**src/rtl/core/tanh_pkg.sv**
```systemverilog
// Shared types and constants for the tanh activation unit.
// Depends on nothing; every other file in rtl/core but tanh_chan_if imports it.
package tanh_pkg;

   localparam int unsigned TERMS      = 13;
   localparam int unsigned POW_STAGES = 16;
   localparam int unsigned DIV_STAGES = 16;
   localparam int unsigned QUO_BITS   = 31;

   localparam logic [31:0] Q31_ONE   = 32'h8000_0000;
   localparam logic [31:0] ROUND_BIT = 32'h0001_0000;

   // e^-1 in Q1.31, built by the same truncated series as the datapath
   function automatic logic [31:0] exp_neg_one();
      logic [63:0]        t;
      logic signed [63:0] s;
      t = 64'd1 << 31;
      s = 64'sd1 <<< 31;
      for (int k = 1; k <= 13; k++) begin
         t = t / 64'(k);
         if ((k % 2) == 1) begin
            s = s - $signed(t);
         end else begin
            s = s + $signed(t);
         end
      end
      return s[31:0];
   endfunction

   localparam logic [31:0] E1 = exp_neg_one();

   typedef struct packed {
      logic               neg;
      logic               last;
      logic [4:0]         cnt;
      logic [10:0]        frac;
      logic [31:0]        term;
      logic [31:0]        prod;
      logic [31:0]        quo;
      logic signed [33:0] sum;
   } exp_lane_type;

   typedef struct packed {
      logic        neg;
      logic        last;
      logic [4:0]  cnt;
      logic [31:0] u;
   } pow_lane_type;

   typedef struct packed {
      logic        neg;
      logic        last;
      logic [33:0] rem;
      logic [32:0] dvs;
      logic [30:0] quo;
   } div_lane_type;

endpackage

```
**src/rtl/core/tanh_div.sv**
```systemverilog
// Restoring divider slice: STEPS quotient bits per register stage.
// Depends on tanh_pkg.
module tanh_div
   import tanh_pkg::*;
#(
   parameter int unsigned STEPS = 2
) (
   input  logic         clock,
   input  logic         reset,
   input  logic         en,
   input  logic         valid_in,
   input  div_lane_type lane_in,
   output logic         valid_out,
   output div_lane_type lane_out
);

   logic         valid_ff;
   div_lane_type lane_ff, nxt;
   logic [33:0]  r2;

   always_comb begin
      nxt = lane_in;
      r2 = '0;
      for (int j = 0; j < STEPS; j++) begin
         r2 = {nxt.rem[32:0], 1'b0};
         if (r2 >= {1'b0, nxt.dvs}) begin
            nxt.rem = r2 - {1'b0, nxt.dvs};
            nxt.quo = {nxt.quo[29:0], 1'b1};
         end else begin
            nxt.rem = r2;
            nxt.quo = {nxt.quo[29:0], 1'b0};
         end
      end
   end

   always_ff @(posedge clock) begin
      if (reset) begin
         valid_ff <= 1'b0;
      end else if (en) begin
         valid_ff <= valid_in;
      end
   end

   always_ff @(posedge clock) begin
      if (en) begin
         lane_ff <= nxt;
      end
   end

   assign valid_out = valid_ff;
   assign lane_out  = lane_ff;

endmodule

```
**config.mk**
```make
export PLATFORM = sky130hd
export DESIGN_NAME = tanh_div
export DESIGN_NICKNAME = d
export VERILOG_FILES = /design/src/rtl/core/tanh_pkg.sv /design/src/rtl/core/tanh_div.sv
export SDC_FILE = /design/constraint.sdc
export NUM_CORES = 1
export LEC_CHECK = 0
export BUFFER_PORTS_ARGS = -buffer_cell sky130_fd_sc_hd__buf_2
export CORE_AREA = 2 2 119 121
export DETAILED_ROUTE_END_ITERATION = 8
export DIE_AREA = 0 0 121 123
export GPL_TIMING_DRIVEN = 0
export PLACE_DENSITY = 0.91
export SYNTH_ARGS = -nofsm -noshare
export SYNTH_HDL_FRONTEND = slang
export SYNTH_SLANG_ARGS = --single-unit
```
**constraint.sdc**
```tcl
create_clock -name clock -period 9.85 [get_ports clock]
set_input_delay 0.985 -clock clock [delete_from_list [all_inputs] [get_ports clock]]
set_output_delay 0.985 -clock clock [all_outputs]
set_load 0.02 [all_outputs]
```
==> out/qor.yml <==
path_class: "input pin to register"
synth_edf_count: 100
status: "completed"
grt_antenna_before_repair: 0
min_path_type: "register to register"
post-route-period-util_pct: 81.9
synth_compound_area_share_pct: 22.5
finalSetupViolations: 0
switching_share_pct: 38.4
cts_setup_buffers: 0
critPathRequiredTime_ns: 9.91
num_antenna_cells: 0
synth_area_per_cell_sq_um: 9.70
ir_drop_uv: 84.7
clk_transition_reported_paths_ns: 0.08
synthTopCellsByCount: "edfxtp_1, a21oi_1, ha_1"
num_vias: 7114
synth_top_cell_area_share_pct: 39.0
synth_top_area_cell: "edfxtp_1"
grt_pass1_vias: 6602
avgRoutedWirePerCell_um: 17.5
pwr-share-seq_pct: 32.6
p_int_mw: 1.10
clock_power_share_pct: 20.9
htreeDepth: 3
holdBufCountCts: 0
seqCellArea_sq_um: 3020
synthMuxAreaShare_pct: 4.94
maxCapViolCount: 0
crit_arrival_ns: 8.13
cp-end-kind: "register"
synth_top_family_by_area: "compound AO/OA/AOI/OAI gates"
yosys.area_share.xor_xnor_pct: 5.23
multiInputGateArea_sq_um: 4370
rsz0062_at_grt: "false"
synth_fa_ha_area_share_pct: 10.8
finalHoldViolCount: 0
die_w_um: 121
clock-sinks: 101
cts_buffer_depth: 2
yosys.cell_types.count: 70
synth_simple_gate_area_share_pct: 13.2
rows: 43
grt_pass1_wl_um: 31800
dp_hpwl_um: 16300
combinationalPowerShare_pct: 46.5
design_area_sq_um: 9270
die_height_um: 123
synth-seq-area-share_pct: 39.2
postSynthCellCount: 794
ctsResizeCount: 0
fin_nets: 1177
finalWeightedCongestion: 0.991
path_max_fanout: 10
dpl_cell_area_sq_um: 8970
min_period_ns: 8.07
synth_top_flop_cell: "edfxtp_1"
fmax_mhz: 124
firstDrtPassIters: 5
synth_area_sq_um: 7700
ant_nets: 0
cts_tree: "done"
p_switching_mw: 0.686
fillers: 1073
via_per_inst: 5.97
syn-num-nets: 964
grt_usage_pct: 27.6
dieArea_sq_um: 14900
core-area_sq_um: 13600
synth-async-reset-ratio_pct: 0
drc_errors: 0
p_leak_nw: 4.12
start_kind: "input pin"
synth_area_leaders: "edfxtp_1, ha_1, a21oi_1, o21ai_0, xnor2_1"
ios: 205
cts_inserted_buffers: 9
final_core_util_pct: 68.1
routed_wl_um: 20900
ys_ff_latch: 101
power_density_nw_per_um2: 193
ys_warn_count: 0
final_max_slew_viol_count: 0
syn_to_final_growth_pct: 20.4
tns_ns: 0
synthMostInstantiatedCell: "edfxtp_1"
clk_latency_ns: 0.36
relSlewSlack_pct: 41.8
start_util_pct: 56.6
cts_root_buf: "clkbuf_16"
skew_ns: 0
grt_max_degree: 63
drive_gt1_share_pct: 26.4
overflow: 0
dr.first_iter.drc_count: 693
tightest_slew_ns: 0.852
io_buffers: 201
## power by group through the flow
stage,Sequential (mW),Combinational (mW),Clock (mW)
3_3_place_gp,0.591,0.793,0
6_report,0.583,0.830,0.373
3_5_place_dp,0.592,0.810,0
5_1_grt,0.588,0.898,0.394
4_1_cts,0.584,0.817,0.376
2_1_floorplan,0.688,0.492,0
## worst max-delay path, cell delays in order
cell and delay [ns]:
buf_2 0.17, inv_1 0.13, fa_1 0.51, a211oi_1 0.26
o21bai_1 0.20, a311oi_4 0.55, o22ai_2 0.23, o311a_4 0.47
nor2_4 0.19, inv_2 0.07, buf_2 0.24, buf_1 0.38
mux2_2 0.40, ha_1 0.35, a211oi_1 0.33, nand3_1 0.11
o21a_1 0.25, a211oi_2 0.45, o31ai_1 0.17, o31a_1 0.32
a2111oi_4 0.57, clkbuf_1 0.51, o21ai_0 0.28
## through the flow
stage	hold slack (ns)	cells	total power, mW	worst slack [ns]
floorplan	0.579	794	1.18	3.05
global placement	0.471	1175	1.38	1.62
detailed placement	0.510	1176	1.40	1.59
CTS	0.528	1192	1.78	1.90
global route	0.560	1192	1.88	1.41
finish	0.520	1192	1.79	1.78
## layout by cell type (no fill, tap or decap), drive strengths merged, types with 8 or more instances in the layout
master    n
buf     210
edfxtp  100
a21oi    65
ha       65
nand2    59
nor2     56
inv      56
o21ai    54
a21o     31
xnor2    29
clkbuf   29
mux2     27
o21a     20
nand3    19
nor3     18
xor2     17
a211oi   12
nand4     9
and3      8
nor2b     8
a31oi     8
## per-layer routing
metal / share of wire (%) / up-vias / GRT usage, %
met5: 0 / - / 0
met4: 3.3 / 0 / 13.4
met3: 9.9 / 62 / 6.18
met2: 46 / 366 / 45.5
met1: 40 / 3276 / 34.4
li1: - / 3410 / -
## final cells by class
class                           instances  share of cell area [%]
Multi-Input combinational cell        613                    47.1
Sequential cell                       101                    32.6
Timing Repair Buffer                  202                    11.2
Clock buffer                           10                    2.47
Tap cell                              180                    2.43
Inverter                               53                    2.15
Buffer                                 27                    1.23
Clock inverter                          6                   0.850
## path summary, 6_finish.rpt
check         startpoint            to  depth (start not counted)  slack (ns)
min reg2reg    valid_out     valid_out                          2        0.52
max          lane_in[31]  lane_out[84]                         23        1.78
max reg2reg    valid_out     valid_out                          2        9.24
min            valid_out     valid_out                          2        0.52
## cells by family after synthesis
group                      count (synthesis)
AOI/OAI and AO/OA                        257
xor gates and xnor gates                  46
adders and majority gates                 66
buffers and inverters                     80
DFF                                      101
muxes                                     32
and+or+nand+nor                          212
## flip-flops by register name (all words and copies together), names as in the netlist
| name | count |
|---|---|
| lane_out | 100 |
| valid_out | 1 |
Power figures use the tool's default switching activity.
