File: config.mk
export PLATFORM = sky130hd
export DESIGN_NAME = tanh_pow
export DESIGN_NICKNAME = d
export VERILOG_FILES = /design/src/rtl/core/tanh_pkg.sv /design/src/rtl/core/tanh_pow.sv
export SDC_FILE = /design/constraint.sdc
export NUM_CORES = 1
export LEC_CHECK = 0
export BUFFER_PORTS_ARGS = -buffer_cell sky130_fd_sc_hd__buf_2
export CELL_PAD_IN_SITES_DETAIL_PLACEMENT = 1
export CELL_PAD_IN_SITES_GLOBAL_PLACEMENT = 1
export CORE_MARGIN = 3
export CORE_UTILIZATION = 47
export CTS_CLUSTER_DIAMETER = 100
export DETAILED_ROUTE_END_ITERATION = 8
export GPL_TIMING_DRIVEN = 0
export HOLD_SLACK_MARGIN = 0.15
export PLACE_DENSITY = 0.79
export SYNTH_ARGS = -nofsm -noshare
export SYNTH_HDL_FRONTEND = slang
export SYNTH_SLANG_ARGS = --single-unit
export TNS_END_PERCENT = 100
File: constraint.sdc
create_clock -name clock -period 6.25 [get_ports clock]
set_input_delay 0.3125 -clock clock [delete_from_list [all_inputs] [get_ports clock]]
set_output_delay 0.3125 -clock clock [all_outputs]
set_load 0.01 [all_outputs]
File: src/rtl/core/tanh_pkg.sv
// Shared types and constants for the tanh activation unit.
// Depends on nothing; every other file in rtl/core but tanh_chan_if imports it.
package tanh_pkg;

   localparam int unsigned TERMS      = 13;
   localparam int unsigned POW_STAGES = 16;
   localparam int unsigned DIV_STAGES = 16;
   localparam int unsigned QUO_BITS   = 31;

   localparam logic [31:0] Q31_ONE   = 32'h8000_0000;
   localparam logic [31:0] ROUND_BIT = 32'h0001_0000;

   // e^-1 in Q1.31, built by the same truncated series as the datapath
   function automatic logic [31:0] exp_neg_one();
      logic [63:0]        t;
      logic signed [63:0] s;
      t = 64'd1 << 31;
      s = 64'sd1 <<< 31;
      for (int k = 1; k <= 13; k++) begin
         t = t / 64'(k);
         if ((k % 2) == 1) begin
            s = s - $signed(t);
         end else begin
            s = s + $signed(t);
         end
      end
      return s[31:0];
   endfunction

   localparam logic [31:0] E1 = exp_neg_one();

   typedef struct packed {
      logic               neg;
      logic               last;
      logic [4:0]         cnt;
      logic [10:0]        frac;
      logic [31:0]        term;
      logic [31:0]        prod;
      logic [31:0]        quo;
      logic signed [33:0] sum;
   } exp_lane_type;

   typedef struct packed {
      logic        neg;
      logic        last;
      logic [4:0]  cnt;
      logic [31:0] u;
   } pow_lane_type;

   typedef struct packed {
      logic        neg;
      logic        last;
      logic [33:0] rem;
      logic [32:0] dvs;
      logic [30:0] quo;
   } div_lane_type;

endpackage

File: src/rtl/core/tanh_pow.sv
// One step of the integer-power chain: multiply by e^-1 when the count allows.
// Depends on tanh_pkg.
module tanh_pow
   import tanh_pkg::*;
#(
   parameter int unsigned IDX = 0
) (
   input  logic         clock,
   input  logic         reset,
   input  logic         en,
   input  logic         valid_in,
   input  pow_lane_type lane_in,
   output logic         valid_out,
   output pow_lane_type lane_out
);

   logic         valid_ff;
   pow_lane_type lane_ff, lane_in2;
   logic [63:0]  pmul;

   always_comb begin
      pmul = {32'd0, lane_in.u} * {32'd0, E1};
      lane_in2 = lane_in;
      if (lane_in.cnt > 5'(IDX)) begin
         lane_in2.u = pmul[62:31];
      end
   end

   always_ff @(posedge clock) begin
      if (reset) begin
         valid_ff <= 1'b0;
      end else if (en) begin
         valid_ff <= valid_in;
      end
   end

   always_ff @(posedge clock) begin
      if (en) begin
         lane_ff <= lane_in2;
      end
   end

   assign valid_out = valid_ff;
   assign lane_out  = lane_ff;

endmodule

==> results.json <==
{
  "outcome": "complete, but fails checks",
  "violations": "setup timing",
  "grt_max_degree": 41,
  "r2r_start": "valid_out",
  "cts_sinks": 40,
  "netlist_top_cells_area": "fa_1 (41%), ha_1 (24%), inv_1 (11%)",
  "groute.usage.overall_pct": 33.35,
  "maxSlewHeadroom_pct": 34.58,
  "skew_ns": 0,
  "fin_tns_setup_ns": -12.88,
  "synth_cells": 1908,
  "synth_area_per_cell_sq_um": 9.981,
  "fmax_mhz": 145.4,
  "finalCritPeriodShare_pct": 110.1,
  "rows": 73,
  "postCtsHoldBufs": 0,
  "postRouteAntennaNets": 0,
  "drcViolationCount": 0,
  "start_util_pct": 47.71,
  "netlist.area_leader.share_pct": 41.42,
  "die_area_sq_mm": 0.04297,
  "insertion_delay_ns": 0.29,
  "instances_no_fill": 2598,
  "reg2reg_slack_ns": 5.66,
  "cp.required_ns": 6.28,
  "period_needed_ns": 6.879,
  "setup_slack_ns": -0.6287,
  "worst_pin_slew_ns": 0.9813,
  "worstPathArrival_ns": 6.91,
  "crit_path_start_kind": "input pin",
  "synth_edf_count": 39,
  "cap_violations": 0,
  "syn2layout_area_growth_pct": 20.55,
  "synthArstFlopShare_pct": 0,
  "seq_area_frac_synth_pct": 6.255,
  "synth_top_area_cell": "fa_1",
  "die_y_microns": 207.3,
  "setup_viol": 31,
  "drv_slew": 0,
  "place_congestion": 0.9478,
  "synth_nets": 2716,
  "path_max_fanout": 13,
  "core_sq_mm": 0.03991,
  "synth_cell_types": 53,
  "via_per_inst": 5.907,
  "finalHoldViolCount": 0,
  "synth_flop_cell": "edfxtp_1",
  "wl_per_cell_microns": 28.88,
  "numPortBuffers": 82,
  "critPathKind": "in2reg",
  "path_clk_slew_ns": 0.07,
  "h-tree-depth": 2,
  "rsz0062_at_grt": "yes",
  "syn-cell-area_sq_mm": 0.01904,
  "final_area_sq_mm": 0.02296,
  "end_kind": "register",
  "drt_iter0_drc": 1114,
  "drive_above_1_share_pct": 21.32,
  "endpoint": "lane_out[26]",
  "io-pin-count": 83,
  "die_x_microns": 207.3,
  "grt_pass1_wl_mm": 107.8,
  "r2r_cells": 2,
  "min_path_type": "in2reg",
  "nets": 2880,
  "place_area_sq_mm": 0.02018,
  "antenna_cells": 0,
  "antenna_found_initial": 1,
  "cts_tree": "done",
  "clockBufferDepth": 2,
  "numCtsBuffers": 5,
  "placedCellCount": 2515,
  "dr.pass1.iters": 8,
  "timing.rr.end": "valid_out",
  "grt_overflow": 0,
  "grt_pass1_vias": 17840,
  "ys_ff_latch": 40,
  "cts-root-buf": "clkbuf_16",
  "num_vias": 15350,
  "yosys_warnings": 0,
  "cp-startpoint": "lane_in[9]",
  "hpwl_mm": 55.14,
  "drt_wl_total_mm": 75.03,
  "whs_ns": 0.1738
}
==> critical path, cell delays in order <==
cell and delay (ns):
buf_16 0.16, ha_4 0.29, xor2_1 0.22, ha_1 0.24, or2_2 0.33, ha_4 0.29
fa_2 0.46, fa_1 0.57, fa_1 0.47, fa_1 0.59, inv_2 0.06, fa_2 0.65
inv_2 0.08, ha_4 0.26, a21o_1 0.21, buf_6 0.12, a21o_1 0.18, a21oi_2 0.21
o21ai_4 0.11, buf_6 0.15, o21ai_4 0.25, a31oi_4 0.16, a31oi_1 0.23, xor2_1 0.19
a21oi_1 0.08
==> state kept, by name (all words and copies together) (netlist names) <==
| name | count |
|---|---|
| lane_out | 39 |
| valid_out | 1 |
==> through the flow <==
step / util, % / setup slack (ns)
detailed placement: 50.56 / -1.832
global placement: 50.56 / -1.795
global route: 57.52 / -0.7131
floorplan: - / 0.002752
finish: 57.52 / -0.6287
CTS: 55.96 / -0.4307
==> cell type report <==
cell class | count | area, sq um
Fill cell | 4262 | 16960
Clock buffer | 5 | 125.1
Clock inverter | 3 | 46.29
Buffer | 14 | 65.06
Timing Repair Buffer | 163 | 1519
Tap cell | 525 | 656.9
Sequential cell | 40 | 1191
Multi-Input combinational cell | 1267 | 17160
Inverter | 581 | 2195
==> synth_stat cells, drive strengths merged, types with 3 or more instances <==
cell type	count
o211ai	9
inv	581
mux2i	3
a211oi	14
and2	12
edfxtp	39
and3	5
xnor2	35
nand2	57
nand2b	6
o221ai	3
ha	371
nor2b	4
a21o	48
clkbuf	14
or2	16
nand3	12
nand4	17
o21bai	9
or3	4
buf	6
xor2	28
nor3	12
nor2	50
a21oi	74
fa	394
a31oi	9
o21ai	47
==> placed cells by master (no fill, tap or decap), types with 7 or more instances in the layout <==
cell type,instances
fa_2,32
o211ai_1,9
ha_4,65
nand4_1,16
or2_2,14
and2_1,12
inv_2,31
a21oi_1,52
xor2_1,18
nand2_1,52
buf_16,9
a21o_1,48
a211oi_2,8
buf_12,14
fa_1,362
xor2_2,7
buf_6,17
xnor2_2,8
buf_2,55
o21ai_1,14
ha_1,288
a21oi_2,19
nor3_1,8
o21bai_1,9
o21ai_0,22
nor2_1,42
o21ai_2,9
clkbuf_1,9
xnor2_1,27
inv_1,547
edfxtp_1,39
nand3_1,9
ha_2,18
buf_4,71
==> layer usage <==
metal | part of all wire (%) | track usage, % | up-vias
met5 | 0.015 | 0 | -
met4 | 9.5 | 21.18 | 2
met3 | 6.7 | 4.640 | 367
met2 | 49 | 58.87 | 788
met1 | 35 | 38.07 | 7910
li1 | - | - | 6280
==> kinds of logic after synthesis <==
kind of cell	after synthesis	share of synthesized area, %
XOR/XNOR	63	2.897
multiplexers	3	0.1577
AO/OA/AOI/OAI	236	7.904
AND/OR/NAND/NOR	200	5.111
adder cells (fa/ha/maj)	765	65.79
buffers and inverters	601	11.88
flip-flops	40	6.255
==> what timing repair did <==
| action | 4_1_cts | 5_1_grt |
|---|---|---|
| buffers inserted | 52 | 28 |
| gates resized for setup | 323 | 113 |
| endpoints found under the hold margin | 0 | 0 |
| pin swaps | 73 | 91 |
| cloned | 2 | 0 |
| endpoints found under the setup margin | 31 | 31 |
==> worst min-delay path by stage <==
stage,slack (ns),end,start,cells after the start
4_1_cts,0.17,valid_out,reset,2
2_1_floorplan,0.38,valid_out,reset,1
5_1_grt,0.18,valid_out,reset,2
3_5_place_dp,0.48,valid_out,reset,2
6_report,0.17,valid_out,reset,2
3_3_place_gp,0.47,valid_out,valid_out,2
Power is not shown: default switching activity piles up to over one toggle a cycle in this logic, so the estimate is an artifact.
