[src/rtl/core/tanh_pkg.sv]
// Shared types and constants for the tanh activation unit.
// Depends on nothing; every other file in rtl/core but tanh_chan_if imports it.
package tanh_pkg;

   localparam int unsigned TERMS      = 13;
   localparam int unsigned POW_STAGES = 16;
   localparam int unsigned DIV_STAGES = 16;
   localparam int unsigned QUO_BITS   = 31;

   localparam logic [31:0] Q31_ONE   = 32'h8000_0000;
   localparam logic [31:0] ROUND_BIT = 32'h0001_0000;

   // e^-1 in Q1.31, built by the same truncated series as the datapath
   function automatic logic [31:0] exp_neg_one();
      logic [63:0]        t;
      logic signed [63:0] s;
      t = 64'd1 << 31;
      s = 64'sd1 <<< 31;
      for (int k = 1; k <= 13; k++) begin
         t = t / 64'(k);
         if ((k % 2) == 1) begin
            s = s - $signed(t);
         end else begin
            s = s + $signed(t);
         end
      end
      return s[31:0];
   endfunction

   localparam logic [31:0] E1 = exp_neg_one();

   typedef struct packed {
      logic               neg;
      logic               last;
      logic [4:0]         cnt;
      logic [10:0]        frac;
      logic [31:0]        term;
      logic [31:0]        prod;
      logic [31:0]        quo;
      logic signed [33:0] sum;
   } exp_lane_type;

   typedef struct packed {
      logic        neg;
      logic        last;
      logic [4:0]  cnt;
      logic [31:0] u;
   } pow_lane_type;

   typedef struct packed {
      logic        neg;
      logic        last;
      logic [33:0] rem;
      logic [32:0] dvs;
      logic [30:0] quo;
   } div_lane_type;

endpackage

[src/rtl/core/tanh_out.sv]
// Result stages: square tanh, then round to Q2.14 for the selected mode.
// Depends on tanh_pkg.
module tanh_result
   import tanh_pkg::*;
(
   input  logic               clock,
   input  logic               reset,
   input  logic               en,
   input  logic               mode,
   input  logic               valid_in,
   input  logic               neg_in,
   input  logic               last_in,
   input  logic [30:0]        tq_in,
   output logic               valid_out,
   output logic signed [15:0] value_out,
   output logic               last_out
);

   logic               sq_valid_ff;
   logic               sq_neg_ff;
   logic               sq_last_ff;
   logic [30:0]        sq_tq_ff;
   logic [61:0]        sq_ff, sq_in;
   logic               res_valid_ff;
   logic signed [15:0] res_ff, res_in;
   logic               res_last_ff;
   logic [31:0]        fwd_sum;
   logic [15:0]        fwd_mag;
   logic [31:0]        dval;
   logic [32:0]        dsum;

   assign sq_in = {31'd0, tq_in} * {31'd0, tq_in};

   always_comb begin
      fwd_sum = {1'b0, sq_tq_ff} + ROUND_BIT;
      fwd_mag = {1'b0, fwd_sum[31:17]};
      dval = Q31_ONE - {1'b0, sq_ff[61:31]};
      dsum = {1'b0, dval} + {1'b0, ROUND_BIT};
      if (mode) begin
         res_in = $signed(dsum[32:17]);
      end else if (sq_neg_ff) begin
         res_in = $signed(16'd0 - fwd_mag);
      end else begin
         res_in = $signed(fwd_mag);
      end
   end

   always_ff @(posedge clock) begin
      if (reset) begin
         sq_valid_ff  <= 1'b0;
         res_valid_ff <= 1'b0;
      end else if (en) begin
         sq_valid_ff  <= valid_in;
         res_valid_ff <= sq_valid_ff;
      end
   end

   always_ff @(posedge clock) begin
      if (en) begin
         sq_neg_ff   <= neg_in;
         sq_last_ff  <= last_in;
         sq_tq_ff    <= tq_in;
         sq_ff       <= sq_in;
         res_ff      <= res_in;
         res_last_ff <= sq_last_ff;
      end
   end

   assign valid_out = res_valid_ff;
   assign value_out = res_ff;
   assign last_out  = res_last_ff;

endmodule

[config.mk]
export PLATFORM = sky130hd
export DESIGN_NAME = tanh_result
export DESIGN_NICKNAME = d
export VERILOG_FILES = /design/src/rtl/core/tanh_pkg.sv /design/src/rtl/core/tanh_out.sv
export SDC_FILE = /design/constraint.sdc
export NUM_CORES = 2
export LEC_CHECK = 0
export BUFFER_PORTS_ARGS = -buffer_cell sky130_fd_sc_hd__buf_2
export CAP_MARGIN = 15
export CORE_AREA = 10 10 345 314
export DETAILED_ROUTE_END_ITERATION = 8
export DIE_AREA = 0 0 355 324
export GPL_TIMING_DRIVEN = 0
export PLACE_DENSITY = 0.46
export SLEW_MARGIN = 20
export SYNTH_ARGS = -nofsm -noshare
export SYNTH_HDL_FRONTEND = slang
export SYNTH_SLANG_ARGS = --single-unit
[constraint.sdc]
create_clock -name clock -period 22.4 [get_ports clock]
set_input_delay 1.12 -clock clock [delete_from_list [all_inputs] [get_ports clock]]
set_output_delay 1.12 -clock clock [all_outputs]
set_load 0.1 [all_outputs]
==> summary.txt <==
Route
  – Post-route ant nets: 0
  – Post-route DRC: 0
  – Routed wire per std cell: 21.9 um
  – Via-per-instance ratio: 4.58
  – Initial DRC Count: 1,859
  – Routed WL: 101 mm
  – Via Count: between 20,000 and 25,000
  – Drt first pass iters: 5

Timing
  – Aggregate negative setup slack: 0 ps
  – Final Hold Fails: 0
  – Unrepaired setup endpoints after global routing: false
  – Slew margin rel.: 16.2%
  – Clk_skew: around 3.9 ps
  – Maximum clock frequency: between 90 and 100 MHz
  – Slew of the pin with the lowest slew margin: 1260 ps
  – Final Critical Period: 10,890 ps
  – Setup violators final: 0
  – Slew Viols, Final: 0
  – Final period util: between 40% and 50%

CTS
  – CTS max path bufs: 2
  – Number of setup buffers added after CTS: 0
  – Clock Sinks: 67
  – # H-tree levels: 3
  – TritonCTS clock tree: done
  – Root Driver: clkbuf_16
  – CTS Buf Count: 9
  – Worst skew pair latency: 330 ps
  – Clock-pin slew on the worst setup and hold paths: around 50 ps
  – PostCTS Resize Cnt: 0
  – CTS Hold Bufs: 0

Setup path
  – Critical path depth: 27
  – Crit path max fanout: 10
  – WP buf/inv: 8
  – Worst path max stage delay: around 800 ps
  – Worst flop-to-flop path startpoint: sq_tq_ff[16]
  – Crit-path leading delay family: adder cells
  – Worst Setup Start Kind: input pin
  – Reg2Reg Capture Point: value_out[13]
  – Worst path most repeated cell: fa_1
  – Arrival @ worst endpoint: about 11,000 ps
  – CP Capture Type: register
  – Kind of critical path: input pin to register
  – Flop2flop setup slack: between 15,000 and 20,000 ps
  – Worst EP required: 22,460 ps
  – Slowest stage cell on the critical path: clkbuf_1
  – Path depth of the worst reg2reg path: 11

Yosys
  – Synth warnings: 0
  – Net Count, Synth: 4,228
  – Most frequently used flop master after synthesis: edfxtp_1
  – Async S/R FF share, synth: 0%
  – Netlist cell types: 71
  – Register bit total from synthesis: 67
  – Syn Area/Cell: about 9.5 sq um
  – EDFF count, synth: 65
  – Mapped Area: ~30,000 sq um
  – Seq/Total Area, Yosys: 6.62%
  – Cells after synthesis: between 3,000 and 4,000

Cells and area
  – FF/Latch Area: 1990 sq um
  – Layout cells sized above 1: 3.30%
  – Final net count: 4,293
  – Syn-to-layout area delta: 7.68%
  – Non-filler instance count after layout: about 4,600
  – Fillers: 10,800
  – Multi-input gate area: 24,100 sq um

Global route
  – GR Overflow Total: 0
  – Vias in the first global route: 22,800
  – Pin count of the biggest net entering global routing: 59
  – First-pass GRT wire length: 151 mm
  – Gr usage total: between 15 and 20%
  – Initial antenna violation count: 11

Floorplanning
  – CORE AREA: 101,000 sq um
  – Die W: 355 um
  – I/O pin cnt: 56
  – Die Span Y: 324 um
  – Cell Rows: roughly 110
  – Starting Density: 29.7%
  – Die Area: between 100,000 and 150,000 sq um

Hold path
  – Hold depth: 0
  – Hold crit path type: register to register
  – Hold path startpoint: sq_last_ff
  – Worst hold path endpoint: last_out

Place
  – Final weighted congestion in routability-driven placement: ~0.93
  – HPWL after detailed placement: ~84 mm
  – Cells after DPL: 4,582
  – Number of port buffers: 53

Status
  – Status: complete, no violations

Job
  – Max cap viols: 0
[sequential cells by signal (all words and copies together) (netlist names)]
name	count
sq_valid_ff	1
last_out	1
sq_tq_ff	15
sq_last_ff	1
value_out	16
sq_ff	31
sq_neg_ff	1
valid_out	1
[kinds of logic after synthesis]
| kind of cell | after synthesis | share of synthesized area (%) |
|---|---|---|
| buffers and inverters | 1061 | 13.3 |
| adders and majority gates | 1018 | 61.0 |
| and+or+nand+nor | 706 | 11.4 |
| AOI/OAI and AO/OA | 219 | 4.74 |
| xor gates and xnor gates | 95 | 2.77 |
| DFF | 67 | 6.62 |
| muxes | 6 | 0.204 |
[synthesized netlist by cell type, types with 43 or more instances]
cell type | count | area share [%]
ha_1 | 271 | 11
xnor2_1 | 52 | 1.5
inv_1 | 945 | 12
a21oi_1 | 67 | 1.1
nand2_1 | 303 | 3.8
o21ai_0 | 46 | 0.77
fa_1 | 747 | 50
clkbuf_1 | 110 | 1.4
xor2_1 | 43 | 1.3
nor2_1 | 90 | 1.1
and2_1 | 182 | 3.8
edfxtp_1 | 65 | 6.5
[cell type report]
class	count	share of cell area, %
antenna	5	0.0386
buffer	114	1.36
timing repair buffer	54	0.912
tap	1356	5.24
inverter	947	11.0
sequential	67	6.15
clock inverter	4	0.155
clock buffer	12	0.761
multi-input combinational	2044	74.4
[stage by stage]
| step | setup slack (ps) | hold slack [ps] | util, % | cell area, sq um |
|---|---|---|---|---|
| 6_report | 11510 | 418 | 32.0 | 32400 |
| 3_5_place_dp | 11410 | 405 | 31.7 | 32100 |
| 4_1_cts | 11720 | 418 | 32.0 | 32400 |
| 3_3_place_gp | 11310 | 403 | 31.7 | 32000 |
| 2_1_floorplan | 14220 | 400 | - | 30100 |
| 5_1_grt | 11460 | 438 | 32.0 | 32400 |
[cells in the final DEF, fill, tap and decap left out, types with 20 or more instances in the layout]
master,count
nand3_1,24
nand2_1,303
nand4_1,22
edfxtp_1,65
nor3_1,20
a21o_1,30
and2_1,182
inv_1,945
nor2_1,90
a21oi_1,67
o21ai_0,46
xor2_1,43
clkbuf_1,104
fa_1,747
ha_1,271
xnor2_1,52
buf_2,55
[worst max-delay path by stage]
stage | start | end | slack [ps]
6_report | tq_in[12] | sq_ff[58] | 11510
5_1_grt | tq_in[12] | sq_ff[58] | 11460
4_1_cts | tq_in[12] | sq_ff[58] | 11720
3_5_place_dp | tq_in[12] | sq_ff[58] | 11410
3_3_place_gp | tq_in[12] | sq_ff[58] | 11310
2_1_floorplan | tq_in[16] | sq_ff[47] | 14220
[worst register-to-register path, cell delays in order (launching register included)]
cell and delay (ps):
edfxtp_1 380, ha_1 160, clkbuf_1 300, nand2_1 140
nor3_1 570, nand4_1 190, xor2_1 330, nand3_1 120
o21ai_0 240, xor2_1 100, nor2_1 120, a21oi_1 60
[layer usage]
layer  global-route usage, %  vias up  routed length, um
li1                        -     9445                  -
met4                    3.22        4               1930
met3                    3.98       99               8050
met2                    27.4      744              43900
met5                       0        -                 23
met1                    25.6    10800              46700
Power is not shown: default switching activity piles up to over one toggle a cycle in this logic, so the estimate is an artifact.
