<file path="src/rtl/core/tanh_pkg.sv">
// Shared types and constants for the tanh activation unit.
// Depends on nothing; every other file in rtl/core but tanh_chan_if imports it.
package tanh_pkg;

   localparam int unsigned TERMS      = 13;
   localparam int unsigned POW_STAGES = 16;
   localparam int unsigned DIV_STAGES = 16;
   localparam int unsigned QUO_BITS   = 31;

   localparam logic [31:0] Q31_ONE   = 32'h8000_0000;
   localparam logic [31:0] ROUND_BIT = 32'h0001_0000;

   // e^-1 in Q1.31, built by the same truncated series as the datapath
   function automatic logic [31:0] exp_neg_one();
      logic [63:0]        t;
      logic signed [63:0] s;
      t = 64'd1 << 31;
      s = 64'sd1 <<< 31;
      for (int k = 1; k <= 13; k++) begin
         t = t / 64'(k);
         if ((k % 2) == 1) begin
            s = s - $signed(t);
         end else begin
            s = s + $signed(t);
         end
      end
      return s[31:0];
   endfunction

   localparam logic [31:0] E1 = exp_neg_one();

   typedef struct packed {
      logic               neg;
      logic               last;
      logic [4:0]         cnt;
      logic [10:0]        frac;
      logic [31:0]        term;
      logic [31:0]        prod;
      logic [31:0]        quo;
      logic signed [33:0] sum;
   } exp_lane_type;

   typedef struct packed {
      logic        neg;
      logic        last;
      logic [4:0]  cnt;
      logic [31:0] u;
   } pow_lane_type;

   typedef struct packed {
      logic        neg;
      logic        last;
      logic [33:0] rem;
      logic [32:0] dvs;
      logic [30:0] quo;
   } div_lane_type;

endpackage

</file>
<file path="src/rtl/core/tanh_term.sv">
// One Taylor term of e^-z: multiply, divide by K via reciprocal, correct.
// Depends on tanh_pkg.
module tanh_term
   import tanh_pkg::*;
#(
   parameter int unsigned K = 1
) (
   input  logic         clock,
   input  logic         reset,
   input  logic         en,
   input  logic         valid_in,
   input  exp_lane_type lane_in,
   output logic         valid_out,
   output exp_lane_type lane_out
);

   localparam logic [32:0] RECIP = 33'((64'd1 << 32) / K);
   localparam logic [3:0]  KV    = 4'(K);

   logic [2:0]   valid_ff;
   exp_lane_type l1_ff, l1_in;
   exp_lane_type l2_ff, l2_in;
   exp_lane_type l3_ff, l3_in;
   logic [42:0]  tmul;
   logic [64:0]  qmul;
   logic [35:0]  back;
   logic [31:0]  rem;
   logic [31:0]  q;

   always_comb begin
      tmul = {11'd0, lane_in.term} * {32'd0, lane_in.frac};
      l1_in = lane_in;
      l1_in.prod = tmul[42:11];
   end

   always_comb begin
      qmul = {33'd0, l1_ff.prod} * {32'd0, RECIP};
      l2_in = l1_ff;
      l2_in.quo = qmul[63:32];
   end

   // reciprocal estimate is low by at most one
   always_comb begin
      back = l2_ff.quo * KV;
      rem = l2_ff.prod - back[31:0];
      q = (rem >= 32'(K)) ? l2_ff.quo + 32'd1 : l2_ff.quo;
      l3_in = l2_ff;
      l3_in.term = q;
      if ((K % 2) == 1) begin
         l3_in.sum = l2_ff.sum - $signed({2'b00, q});
      end else begin
         l3_in.sum = l2_ff.sum + $signed({2'b00, q});
      end
   end

   always_ff @(posedge clock) begin
      if (reset) begin
         valid_ff <= '0;
      end else if (en) begin
         valid_ff <= {valid_ff[1:0], valid_in};
      end
   end

   always_ff @(posedge clock) begin
      if (en) begin
         l1_ff <= l1_in;
         l2_ff <= l2_in;
         l3_ff <= l3_in;
      end
   end

   assign valid_out = valid_ff[2];
   assign lane_out  = l3_ff;

endmodule

</file>
<file path="config.mk">
export PLATFORM = sky130hd
export DESIGN_NAME = tanh_term
export DESIGN_NICKNAME = d
export VERILOG_FILES = /design/src/rtl/core/tanh_pkg.sv /design/src/rtl/core/tanh_term.sv
export SDC_FILE = /design/constraint.sdc
export NUM_CORES = 1
export LEC_CHECK = 0
export ABC_AREA = 1
export BUFFER_PORTS_ARGS = -buffer_cell sky130_fd_sc_hd__buf_2
export CORE_ASPECT_RATIO = 0.75
export CORE_MARGIN = 3
export CORE_UTILIZATION = 64
export CTS_CLUSTER_SIZE = 10
export DETAILED_ROUTE_END_ITERATION = 12
export HOLD_SLACK_MARGIN = 0.1
export PLACE_DENSITY = 0.88
export SLEW_MARGIN = 5
export SYNTH_ARGS = -nofsm -noshare
export SYNTH_HDL_FRONTEND = slang
export SYNTH_SLANG_ARGS = --single-unit
export TNS_END_PERCENT = 100
</file>
<file path="constraint.sdc">
create_clock -name clock -period 8.6 [get_ports clock]
set_input_delay 0.86 -clock clock [delete_from_list [all_inputs] [get_ports clock]]
set_output_delay 0.86 -clock clock [all_outputs]
set_load 0.02 [all_outputs]
</file>
==> results of run 1 <==
## cells in the final DEF, fill, tap and decap left out, types with 18 or more instances in the layout
master,netlist,layout
edfxtp_1,252,252
xor2_1,34,34
ha_1,110,110
a21oi_1,107,107
buf_2,0,235
xnor2_1,18,18
inv_1,528,528
nand3_1,40,40
nor2_1,113,113
nand2_1,561,561
fa_1,269,269
clkbuf_16,0,29
o21ai_0,48,48
## Yosys cell counts (3+ instances only)
cell      instances
nor2_1          113
a21oi_1         107
xnor2_1          18
a21boi_0          4
a21o_1            9
o21ai_1           6
o21ai_0          48
clkbuf_1         63
nand4_1          11
edfxtp_1        252
buf_4            65
o21ai_2           3
nand2_2          12
nand3_1          40
fa_1            269
nand2_1         561
xor2_1           34
inv_1           528
and2_1            4
o21bai_1          7
nor4_1            3
dfxtp_1           3
o211ai_1          3
nor3_1           17
ha_1            110
o21a_1           10
## final cells by class
| class | instances | area share [%] |
|---|---|---|
| Tap cell | 442 | 2.34 |
| Inverter | 528 | 8.40 |
| Sequential cell | 255 | 32.3 |
| Clock buffer | 43 | 3.30 |
| Clock inverter | 2 | 0.106 |
| Multi-Input combinational cell | 1401 | 48.4 |
| Antenna cell | 1 | 0.0106 |
| Timing Repair Buffer | 238 | 5.11 |
## state kept, by name, summed over array words and instances (netlist names)
| register | flops |
|---|---|
| l1_ff | 84 |
| l2_ff | 84 |
| lane_out | 84 |
| valid_ff | 3 |
## kinds of logic after synthesis
group	share of synthesized area, %
xor gates and xnor gates	2.09
adders and majority gates	31.1
and+or+nand+nor	14.0
DFF	35.1
buffers and inverters	12.5
AOI/OAI and AO/OA	5.26
## metrics by stage
stage | cell area, um^2 | instances
6_report | 23600 | 2910
3_5_place_dp | 22800 | 2864
2_1_floorplan | 21800 | 2313
3_3_place_gp | 22800 | 2864
5_1_grt | 23600 | 2910
4_1_cts | 23600 | 2909
## metal layers
layer	vias up	part of all wire (%)
li1	7283	-
met1	7652	43
met2	768	46
met3	108	9.0
met4	4	2.1
met5	-	0.044
## critical path, stage by stage
cell and delay, ps:
buf_2 660, nand2_1 200, fa_1 590, inv_1 50, fa_1 470, fa_1 540, fa_1 560, inv_1 60
fa_1 540, inv_1 50, ha_1 340, nand2_1 140, inv_1 50, a21oi_1 220, o21ai_0 180, and2_1 190
o21ai_0 360, nand3_1 120, nand2_1 80, nand2_1 70
## power by group through the flow
stage | Combinational, W | Clock, W | Sequential [W]
after detailed placement | 0.00628 | 0 | 0.00207
after global routing | 0.00719 | 0.00114 | 0.00207
final | 0.00638 | 0.00106 | 0.00204
after global placement | 0.00622 | 0 | 0.00206
after floorplan | 0.00441 | 0 | 0.00215
after CTS | 0.00633 | 0.00108 | 0.00205
## worst paths after layout
check / depth (start not counted) / to / from / slack [ps]
setup / recovery: 20 / l1_ff[95] / lane_in[137] / 2550
setup reg to reg: 7 / lane_out[24] / l2_ff[34] / 5980
hold reg to reg: 0 / l2_ff[46] / l1_ff[78] / 400
hold / removal: 0 / l2_ff[46] / l1_ff[78] / 400
==> results.toml, run 1 <==
[pwr]
netSwitchingPower_w = 0.00477
p_leak_nw = 11.9
intPower_w = 0.00472
powerDensity_mw_per_mm2 = 402
p_total_w = 0.00949
ir_drop_uv = 289
switching_share_pct = 50.2
combinationalPowerShare_pct = 67.3
seqPwrFrac_pct = 21.5
clock_power_share_pct = 11.2

[synth]
netlist.top_cell.by_area = "edfxtp_1"
synthesis.nets = 2844
synthDominantCellAreaShare_pct = 34.8
synth.yosys.warnings = 0
ys_top_cells_by_area = "edfxtp_1, fa_1, nand2_1, inv_1, ha_1"
synth_cells = 2313
ys_types = 36
ys.flop_type = "edfxtp_1"
seq_area_frac_synth_pct = 35.1
avgSynthCellArea_um2 = 9.41
synth-seq-cells = 255
synth_area_mm2 = 0.0218
async_reset_ff_share_pct = 0
synth_edf_count = 252

[layout]
fin_nets = 2984
fillers = 2350
multiInputGateArea_mm2 = 0.0114
final_core_util_pct = 71.6
regArea_mm2 = 0.00763
drive_gt1_share_pct = 11.8
syn_to_final_growth_pct = 8.41

[place]
place_ws_ps = 2160
io_buffers = 236
place.gp.congestion = 0.946
dp_hpwl_mm = 41.3

[global_route]
grt_overflow = 0
grt_usage_pct = 29.3
antenna_found_initial = 3
grt_pass1_vias = 16248
gr-usage-met3_pct = 4.87
grt_max_degree = 113
grt_use_met1_pct = 43.8
grt_first_pass_wirelength_mm = 84.4
grt.busiest_layer = "met2"
use_met2_pct = 45.8

[sta]
finalSetupTns_ps = 0
final.min_clock_period_ps = 6050
rsz0062_at_grt = "false"
hold_viol = 0
fmax_mhz = 165
setup_slack_ps = 2550
worstMarginPinSlew_ps = 996
relSlewSlack_pct = 33.6
finClkSkew_ps = 19.2
min_period_over_period_pct = 70.4
finalSetupViolations = 0
drv_slew = 0
whs_ps = 399

[critical_path]
end_kind = "flop"
arrival_ps = 6340
setup.worst_path.start_class = "primary input"
crit_required_ps = 8880
critical_path_class = "in2reg"
path_max_fanout = 33

[routing]
first_pass_iters = 6
drtIter0Drc = 1559
wl_per_cell_um = 17.8
antenna_left = 0
wl_mm = 51.8
vias_per_cell = 5.43
vias = 15815
drc = 0

[cts]
path_clk_slew_ps = 60
cts_sinks = 255
cts_setup_buffers = 0
cts_buffers = 29
clock_path_buffers = 3
post_cts_resized = 0
cts_tree = "yes"
clock_latency_ps = 550
root_buffer = "clkbuf_16"
htree_levels = 1
cts_hold_buffers = 0

[outcome]
status = "finished, final reports clean"

[floorplanning]
io_pins = 301
die_x_um = 219
num_rows = 57
die_y_um = 166
core_area_mm2 = 0.0329
start_util_pct = 66.0
dieArea_mm2 = 0.0363

[job]
drv_cap = 0

[min_path]
hp-class = "reg2reg"
No activity file was read; power rests on OpenSTA's default activity.
==> run 2: changes to the inputs <==
--- a/config.mk
+++ b/config.mk
@@ -9,11 +9,11 @@
 export BUFFER_PORTS_ARGS = -buffer_cell sky130_fd_sc_hd__buf_2
 export CORE_ASPECT_RATIO = 0.75
 export CORE_MARGIN = 3
-export CORE_UTILIZATION = 64
+export CORE_UTILIZATION = 54
 export CTS_CLUSTER_SIZE = 10
 export DETAILED_ROUTE_END_ITERATION = 12
 export HOLD_SLACK_MARGIN = 0.1
-export PLACE_DENSITY = 0.88
+export PLACE_DENSITY = 0.79
 export SLEW_MARGIN = 5
 export SYNTH_ARGS = -nofsm -noshare
 export SYNTH_HDL_FRONTEND = slang
==> constraint.sdc (replaced) <==
create_clock -name clock -period 5.1 [get_ports clock]
set_input_delay 0.51 -clock clock [delete_from_list [all_inputs] [get_ports clock]]
set_output_delay 0.51 -clock clock [all_outputs]
set_load 0.02 [all_outputs]
==> results.toml, run 2 (synthesis results as in run 1) <==
[outcome]
status = "finished, final reports clean"

[critical_path]
end_kind = "flop"
reg2reg_setup_slack_ps = 2440
crit_required_ps = 5370
path_max_fanout = 19
crit_chain = "buf_6, buf_4, buf_4, nand2_1, inv_1, fa_1, inv_1, fa_1, inv_1, fa_1, fa_1, inv_1, fa_1, inv_1, ha_1, nand2_1, nor2_2, nand2_1, nor2_2, nand4_1, nand4_1, nand2_1"
endpoint = "l1_ff[94]"
crit_family = "adder cells"
cp_num_buf_inv = 8
cp_num_cells = 22
reg2reg_from = "l2_ff[34]"
r2r_end = "lane_out[22]"
arrival_ps = 5300
slowest_delay_ps = 540
crit_slowest_cell = "fa_1"
critical_path_class = "in2reg"
critPathLaunch = "lane_in[137]"
worst-r2r-cell-count = 10
setup.worst_path.start_class = "primary input"

[floorplanning]
die_x_um = 238
die_y_um = 180
dieArea_mm2 = 0.0428
io_pins = 301
num_rows = 63
core_area_mm2 = 0.0396
start_util_pct = 54.9

[sta]
worstMarginPinSlew_ps = 891
hold_viol = 0
rsz0062_at_grt = "true"
fmax_mhz = 199
finalSetupViolations = 0
finClkSkew_ps = 28.2
relSlewSlack_pct = 40.6
min_period_over_period_pct = 98.7
drv_slew = 0
final.min_clock_period_ps = 5030

[routing]
drc = 0
vias = 16333
drtIter0Drc = 1401
wl_per_cell_um = 16.8
first_pass_iters = 5
vias_per_cell = 5.15
wl_mm = 53.2
antenna_left = 0

[global_route]
grt_pass1_vias = 17186
grt_overflow = 0
antenna_found_initial = 1
grt_first_pass_wirelength_mm = 87.4
grt_max_degree = 126
grt_usage_pct = 25.6

[pwr]
combinationalPowerShare_pct = 72.1
clock_power_share_pct = 9.6
intPower_w = 0.0100
p_leak_nw = 12.8
ir_drop_uv = 549
switching_share_pct = 46.7
netSwitchingPower_w = 0.00878
powerDensity_mw_per_mm2 = 742
seqPwrFrac_pct = 18.4

[job]
drv_cap = 0

[cts]
cts_tree = "yes"
clock_path_buffers = 3
root_buffer = "clkbuf_16"
path_clk_slew_ps = 50
cts_sinks = 255
clock_latency_ps = 560
cts_buffers = 29
htree_levels = 1

[layout]
layout_common_cells = "nand2_1, inv_1, fa_1"
fin_nets = 3169
drive_gt1_share_pct = 19.0
syn_to_final_growth_pct = 16.4
final_common_cell = "nand2_1"
design_area_mm2 = 0.0253
final_core_util_pct = 63.9

[place]
dp_hpwl_mm = 43.7
place.gp.congestion = 0.949
placed_area_mm2 = 0.0243
io_buffers = 236

[min_path]
hp-class = "in2reg"
## run 2: through the flow
step	total power (W)	worst slack, ps	TNS (ps)	hold WS (ps)	cells
after floorplan	0.0111	2.38	0	400	2313
after global placement	0.0163	-736	-14430	400	3125
after detailed placement	0.0165	-747	-16080	405	3125
final	0.0188	68.3	0	142	3173
after CTS	0.0184	50.0	0	109	3170
after global routing	0.0205	-53.2	-210	114	3172
## run 2: how the worst min path moves through the flow
stage	slack, ps	depth (start not counted)	startpoint	to
floorplan	400	0	l1_ff[0]	l2_ff[0]
global placement	400	0	l2_ff[144]	lane_out[144]
detailed placement	400	0	l1_ff[132]	l2_ff[132]
CTS	110	1	lane_in[13]	l1_ff[13]
global route	110	1	lane_in[10]	l1_ff[10]
finish	140	1	lane_in[11]	l1_ff[11]
## run 2: area by class of cell
| cell class | count | area, um^2 |
|---|---|---|
| multi-input cells | 1401 | 11500 |
| inverters | 528 | 1980 |
| clock inverters | 2 | 13.8 |
| well taps | 520 | 651 |
| repair buffers | 423 | 2730 |
| diodes | 1 | 2.50 |
| flip-flops and latches | 255 | 7630 |
| fillers | 3259 | 14300 |
| clock buffers | 43 | 778 |
## run 2: power by group through the flow
stage	logic, W	clock network (W)	registers [W]
finish	0.0135	0.00180	0.00345
global route	0.0150	0.00194	0.00350
floorplan	0.00744	0	0.00362
CTS	0.0131	0.00184	0.00346
global placement	0.0128	0	0.00349
detailed placement	0.0130	0	0.00350
## run 2: layer usage
layer  routed length, um  track usage, %  share of wire (%)
met1               23600            36.7                 44
met2               24100            40.5                 45
met3                4140            4.56                7.8
met4                1350            6.93                2.5
met5                  13               0              0.024
## run 2: repair_timing
item                       in CTS  in global routing
buffers inserted                0                  2
cloned                          0                  0
hold buffers                    0                  0
pin swaps                       0                  7
gates resized for setup         6                 46
setup endpoints to repair      12                 23
